$ cat config.mk
export PLATFORM = sky130hd
export DESIGN_NAME = pcf_rng
export DESIGN_NICKNAME = d
export VERILOG_FILES = /design/src/rtl/pcf_pkg.sv /design/src/rtl/pcf_rng.sv
export SDC_FILE = /design/constraint.sdc
export NUM_CORES = 1
export LEC_CHECK = 0
export BUFFER_PORTS_ARGS = -buffer_cell sky130_fd_sc_hd__buf_2
export CORE_ASPECT_RATIO = 0.5
export CORE_MARGIN = 3
export CORE_UTILIZATION = 47
export DETAILED_ROUTE_END_ITERATION = 12
export PLACE_DENSITY = 0.76
export SKIP_CTS_REPAIR_TIMING = 1
export SYNTH_ARGS = -nofsm -noshare
export SYNTH_HDL_FRONTEND = slang
export SYNTH_SLANG_ARGS = --single-unit
$ cat constraint.sdc
create_clock -name i_clk -period 1.4 [get_ports i_clk]
set_input_delay 0 -clock i_clk [delete_from_list [all_inputs] [get_ports i_clk]]
set_output_delay 0 -clock i_clk [all_outputs]
set_load 0.02 [all_outputs]
$ cat src/rtl/pcf_pkg.sv
// Shared types and constants of the Potts cluster flip engine.
package pcf_pkg;

    // Lattice geometry; the side is a power of two so that row and column wrap as bit fields
    localparam int SIDE  = 128;
    localparam int CELLS = SIDE * SIDE;
    localparam int CW    = $clog2(SIDE);
    localparam int AW    = $clog2(CELLS);
    localparam int DPW   = AW + 1;
    localparam int DIRW  = 3;
    localparam int STW   = AW + DIRW;

    localparam logic [16:0] THRESH_RESET = 17'd36089;
    localparam logic [31:0] SEED_RESET   = 32'd1;
    localparam logic [31:0] LFSR_TAPS    = 32'hD000_0001;

    typedef enum logic [1:0] {
        MODE_WRITE = 2'd0,
        MODE_READ  = 2'd1,
        MODE_FLIP  = 2'd2,
        MODE_BOND  = 2'd3
    } t_mode;

    typedef enum logic {
        CFG_THRESH = 1'b0,
        CFG_SEED   = 1'b1
    } t_cfg_idx;

    typedef enum logic [DIRW-1:0] {
        DIR_RIGHT = 3'd0,
        DIR_LEFT  = 3'd1,
        DIR_DOWN  = 3'd2,
        DIR_UP    = 3'd3,
        DIR_DONE  = 3'd4
    } t_dir;

    typedef enum logic [3:0] {
        ST_INIT,
        ST_IDLE,
        ST_READ,
        ST_SEED,
        ST_EXPAND,
        ST_CHECK,
        ST_DRAW,
        ST_DECIDE,
        ST_POP,
        ST_CLEAR,
        ST_BOND,
        ST_FINISH
    } t_state;

    // Control of the random source
    typedef struct packed {
        logic        load;
        logic [31:0] seed;
        logic        step;
    } t_rng_ctl;

endpackage

$ cat src/rtl/pcf_rng.sv
// Galois LFSR bond random source, eight shifts per step.
module pcf_rng (
    input  logic             i_clk,
    input  logic             i_rst_n,
    input  pcf_pkg::t_rng_ctl i_ctl,
    output logic [15:0]      o_draw
);

    logic [31:0] r_lfsr;
    logic [31:0] n_lfsr;

    function automatic logic [31:0] step8(input logic [31:0] w);
        logic [31:0] v;
        v = w;
        for (int k = 0; k < 8; k++) begin
            v = v[0] ? ((v >> 1) ^ pcf_pkg::LFSR_TAPS) : (v >> 1);
        end
        return v;
    endfunction

    // Load on seed write (zero seed becomes one), advance on step
    always_comb begin
        n_lfsr = r_lfsr;
        if (i_ctl.load) begin
            n_lfsr = (i_ctl.seed == 32'd0) ? 32'd1 : i_ctl.seed;
        end else if (i_ctl.step) begin
            n_lfsr = step8(r_lfsr);
        end
    end

    always_ff @(posedge i_clk) begin
        if (!i_rst_n) begin
            r_lfsr <= pcf_pkg::SEED_RESET;
        end else begin
            r_lfsr <= n_lfsr;
        end
    end

    assign o_draw = r_lfsr[15:0];

endmodule

==> impl_results.md, run 1 <==
- Leak: 0.00127 uW
- CP endpoint: r_lfsr[28]
- First drt pass iteration count: 6
- PD cells: 1030 nW/um^2
- Crit path capture type: register
- Crit-path cells: xor2_2, xnor2_2, xnor2_2, mux2i_1, nor3_2
- Most common cell in the netlist: dfxtp_1
- GRT Util Overall: 0.222
- Antenna violations before repair: 0
- Root Buffer: clkbuf_8
- Clock transition at path regs: 0.07 ns
- Post-synth ARST share: 0
- Register area share after synthesis: 0.348
- Clk buf depth: 2
- CTS tree: built
- Gpl congestion: 0.883
- Port-buffer cells: 51
- CP max-delay cell: dfxtp_2
- Post-DRT Antenna Nets: 0
- DP Area: 2110 um^2
- Synthesized flop and latch total: 32
- Number of fill cells in the layout: 265
- Flop2flop setup slack: 0.01 ns
- Detailed Route WL: 5110 um
- Synth Instances: 203
- Post-synth top area cell: dfxtp_1
- Arr. time, crit path: 1.56 ns
- Cells on worst reg2reg path: 5
- Period utilization: 0.992
- I/O pins: 52
- Clk Latency, worst-skew pair: 0.29 ns
- Max-Cap Viols: 0
- WP data required: 1.57 ns
- Cell area after layout: 2430 um^2
- Mapped cell area: 1840 um^2
- Failing checks: hold timing
- RSZ-0062 raised after global routing: yes
- Share of layout cells above drive strength 1: 0.332
- Std-Cell Rows: 15
- Leading post-synthesis cells by cell area: dfxtp_1 35%, mux2i_1 14%, o211a_1 12%
- Slew Viols, Final: 0
- Post-synth EDFFs: 0
- Area growth from synthesis to layout: 32.2%
- CP dominant cell by count: xnor2_2
- Post-DP HPWL: 3740 um
- Fin. Hold Viols: 5
- Max transition margin: 0.736
- Top-area cell type share of the netlist area: 0.348
- Fmax: 720 MHz
- R2R Path Start: r_lfsr[7]
- Ys flop type: dfxtp_1
- Minimum clock period after layout: 1.39 ns
- Die X: 94.5 um
- Die Y-Extent: 50.3 um
- Worst setup path start: r_lfsr[7]
- Via/cell ratio: 5.39
- Number of global-route vias before repair: 1546
- Largest stage delay, worst path: 0.34 ns
- Die area: 4750 um^2
- Tightest Hold Check Type: in2reg
- Measured slew at the worst slew-check pin: 0.392 ns
- Avg WL per Cell: 16.2 um
- Multi-input logic area: 1070 um^2
- Cts bufs inserted: 5
- FF/Latch Area: 648 um^2
- Critical setup path kind: reg2reg
- Fin Setup TNS: 0 ns
- Fin Hold WS: -0.0427 ns
- Max FFs per register: 32
- First-pass GRT wire length: 7820 um
- Status: finished, violations left
- Worst vdd ir: 0.000541 V
- Initial DRC Count: 118
- Post-layout net count: 301
- CTS H-tree depth: 2
- Syn. warnings: 0
- Final count of negative-setup-slack endpoints: 0
- Via Count: 1704
- Max FO, Critical Path: 4
- Reg-to-Reg End: r_lfsr[28]
- Clk_skew: 0.00319 ns
- Avg Cell Area, Syn: 9.07 um^2
- Initial Util: 0.513
- DRC: 0
- Crit path launch type: register
- Top flop regs: r_lfsr (32)
- Distinct cells, synth: 26
- Top post-synthesis cells by count: 32 x dfxtp_1, 29 x nand2_1, 25 x mux2i_1, 22 x o211a_1, 16 x buf_4
- Core Area: 3580 um^2
- Global route total overflow: 0
- Maximum number of pins on one net before global-route repair: 39
- Syn Nets: 239
- Total inserted antenna cells: 0
- Clk sinks: 32
- Largest Register: r_lfsr
[critical path: cells and delay by family, from the launching register on]
kind             cells  cell delay, ns
XOR/XNOR             3            0.60
flip-flops           1            0.34
multiplexers         1            0.28
AND/OR/NAND/NOR      1            0.06
[cells by family after synthesis]
| kind of cell | count (synthesis) | synth area share |
|---|---|---|
| and+or+nand+nor | 54 | 0.138 |
| DFF | 32 | 0.348 |
| muxes | 25 | 0.136 |
| AOI/OAI and AO/OA | 43 | 0.185 |
| xor gates and xnor gates | 17 | 0.0931 |
| buffers and inverters | 32 | 0.0999 |
[worst min path at each step]
stage                 end  cells after the start  slack, ns  startpoint
3_5_place_dp   r_lfsr[27]                      3       0.25   i_ctl[28]
2_1_floorplan  r_lfsr[27]                      2       0.13   i_ctl[28]
3_3_place_gp   r_lfsr[27]                      3       0.25   i_ctl[28]
5_1_grt         r_lfsr[7]                      2     -0.007    i_ctl[8]
4_1_cts        r_lfsr[27]                      3      -0.04   i_ctl[28]
6_report       r_lfsr[27]                      3      -0.04   i_ctl[28]
[area by class of cell]
cell class,instances,area share
multi-input combinational,139,0.439
timing repair buffer,85,0.233
clock inverter,1,0.00206
sequential,32,0.266
clock buffer,6,0.0298
inverter,2,0.00308
tap,51,0.0262
[layout by cell type, fill, tap and decap left out, types with 5 or more instances in the layout]
cell type / count
a21oi_1: 8
buf_2: 51
buf_4: 15
clkbuf_8: 5
dfxtp_1: 26
dfxtp_2: 6
dlygate4sd3_1: 18
mux2i_1: 25
nand2_1: 29
nor4_1: 8
o211a_1: 22
o21ai_0: 8
xnor2_1: 8
[power breakdown]
| group | total, uW | switching (uW) | internal [uW] |
|---|---|---|---|
| logic | 765 | 374 | 391 |
| clock network | 683 | 346 | 338 |
| registers | 1070 | 74.5 | 994 |
| total | 2520 | 794 | 1720 |
[metrics by stage]
step                      cells  setup slack [ns]  power [uW]  utilization
after CTS                   297           -0.0716        2420        0.610
final                       316            0.0109        2520        0.679
after global routing        316           -0.0645        2640        0.679
after detailed placement    290           -0.0664        1750        0.588
after floorplan             203            0.0127        1560            -
after global placement      290           0.00934        1740        0.588
[layer usage]
layer  share of wire  global-route usage  up-vias
met2            0.43               0.305       72
li1                -                   -      826
met4          0.0088              0.0766        0
met1            0.46               0.319      801
met3            0.11              0.0763        5
met5               0                   0        -
Power figures use the tool's default switching activity.
==> inputs of run 2 (changes only) <==
Settings changed: ABC_AREA set to 0, CORE_UTILIZATION 47 to 48, CTS_BUF_LIST set to sky130_fd_sc_hd__clkbuf_4 sky130_fd_sc_hd__clkbuf_8, PLACE_DENSITY 0.76 to 0.77.
==> impl_results.md, run 2 (synthesis gave the netlist of run 1 again) <==
- Met1 Wirelength: 2350 um
- Flop2flop setup slack: -0.005 ns
- Post-DRT Antenna Nets: 0
- Clk_skew: 0.00536 ns
- Port-buffer cells: 51
- Multi-input logic area: 1080 um^2
- Failing checks: hold timing, setup timing
- Clk buf depth: 2
- CP dominant cell by count: xnor2_2
- Tightest Hold Check Type: in2reg
- Max FO, Critical Path: 4
- Via/cell ratio: 5.70
- Initial DRC Count: 132
- Antenna violations before repair: 0
- DRC: 0
- DR top layer: met4
- WP data required: 1.58 ns
- FF/Latch Area: 644 um^2
- PD cells: 1150 nW/um^2
- Arr. time, crit path: 1.58 ns
- Share of layout cells above drive strength 1: 0.322
- Max-Cap Viols: 0
- Total inserted antenna cells: 0
- Post-layout net count: 299
- Maximum number of pins on one net before global-route repair: 33
- Std-Cell Rows: 15
- Max transition margin: 0.698
- CTS tree: built
- Leak: 0.00129 uW
- Crit path launch type: register
- Area growth from synthesis to layout: 34.4%
- Gpl congestion: 0.806
- First drt pass iteration count: 4
- Top flop regs: r_lfsr (32)
- Final worst setup slack: -0.00478 ns
- Via Count: 1795
- Commonest non-fill, non-tap cell in the layout: buf_2
- Core Area: 3550 um^2
- First-pass GRT wire length: 7870 um
- Total power: 2850 uW
- Post-DP HPWL: 3760 um
- Max FFs per register: 32
- Avg WL per Cell: 17.9 um
- Fin Setup TNS: -0.00478 ns
- Clock transition at path regs: 0.07 ns
- Period utilization: 1.00
- Fin. Hold Viols: 1
- Fin util: 0.697
- Met2 routed WL: 2590 um
- I/O pins: 52
- Final Non-Filler Cells: 315
- Number of fill cells in the layout: 238
- Global route total overflow: 0
- Die X: 93.6 um
- Status: finished, violations left
- Worst vdd ir: 0.000433 V
- Final count of negative-setup-slack endpoints: 1
- Slew Viols, Final: 0
- Die Y-Extent: 49.8 um
- Minimum clock period after layout: 1.40 ns
- CP max-delay cell: dfxtp_2
- Cts bufs inserted: 5
- Die area: 4660 um^2
- RSZ-0062 raised after global routing: yes
- Cell count after placement: 288
- Crit-path cells: xnor2_4, xnor2_2, xnor2_2, mux2i_1, nor3_2
- Clk sinks: 32
- Number of global-route vias before repair: 1550
- Largest Register: r_lfsr
- Fin Hold WS: -0.00621 ns
- Initial Util: 0.519
- Clk Latency, worst-skew pair: 0.29 ns
- GRT Util Overall: 0.224
- Root Buffer: clkbuf_8
- CTS H-tree depth: 2
- Critical setup path kind: reg2reg
- Measured slew at the worst slew-check pin: 0.448 ns
- Crit path capture type: register
- Detailed Route WL: 5640 um
- Fmax: 712 MHz
- Largest stage delay, worst path: 0.36 ns
- Detailed route wirelength on metal3: 566 um
- Leading cell types in the layout, fill and taps excluded: 51 x buf_2, 29 x nand2_1, 29 x dfxtp_1
-- run 2: changes by cell type in the layout (fill, tap and decap cells not counted), sizes merged --
cell	previous run	this run
clkbuf	6	7
buf	67	64
dlygate4sd3	18	19
bufinv	0	1
clkinv	1	0
-- run 2: worst max-delay path: cells and delay by family, from the launching register on --
family | cells | cell delay, ns
flip-flops | 1 | 0.36
AND/OR/NAND/NOR | 1 | 0.06
multiplexers | 1 | 0.25
XOR/XNOR | 3 | 0.63
-- run 2: where the power goes --
group / internal (uW) / total, uW / switching, uW
combinational: 384 / 778 / 394
clock: 628 / 998 / 370
sequential: 992 / 1070 / 80.3
-- run 2: routing by layer --
metal  vias to the layer above  track usage
met5                         -            0
met4                         0       0.0863
met3                        14       0.0427
met2                       115        0.333
met1                       837        0.321
li1                        829            -
-- run 2: through the flow --
| stage | cell area, um^2 | worst slack (ns) |
|---|---|---|
| floorplan | 1840 | 0.0127 |
| CTS | 2220 | -0.0507 |
| global route | 2470 | -0.0917 |
| detailed placement | 2090 | -0.0384 |
| global placement | 2090 | 0.0196 |
| finish | 2470 | -0.00478 |
-- run 2: path summary, 6_finish.rpt --
check | startpoint | cells past startpoint | end
worst min-delay path | i_ctl[15] | 2 | r_lfsr[14]
worst max-delay path | r_lfsr[0] | 5 | r_lfsr[28]
worst max register to register | r_lfsr[0] | 5 | r_lfsr[28]
worst min register to register | r_lfsr[24] | 2 | r_lfsr[24]
-- run 2: layout make-up --
type,instances,share of cell area
Multi-Input combinational cell,139,0.435
Sequential cell,32,0.260
Timing Repair Buffer,83,0.225
Clock buffer,7,0.0389
Tap cell,51,0.0258
Clock inverter,1,0.0121
Inverter,2,0.00303
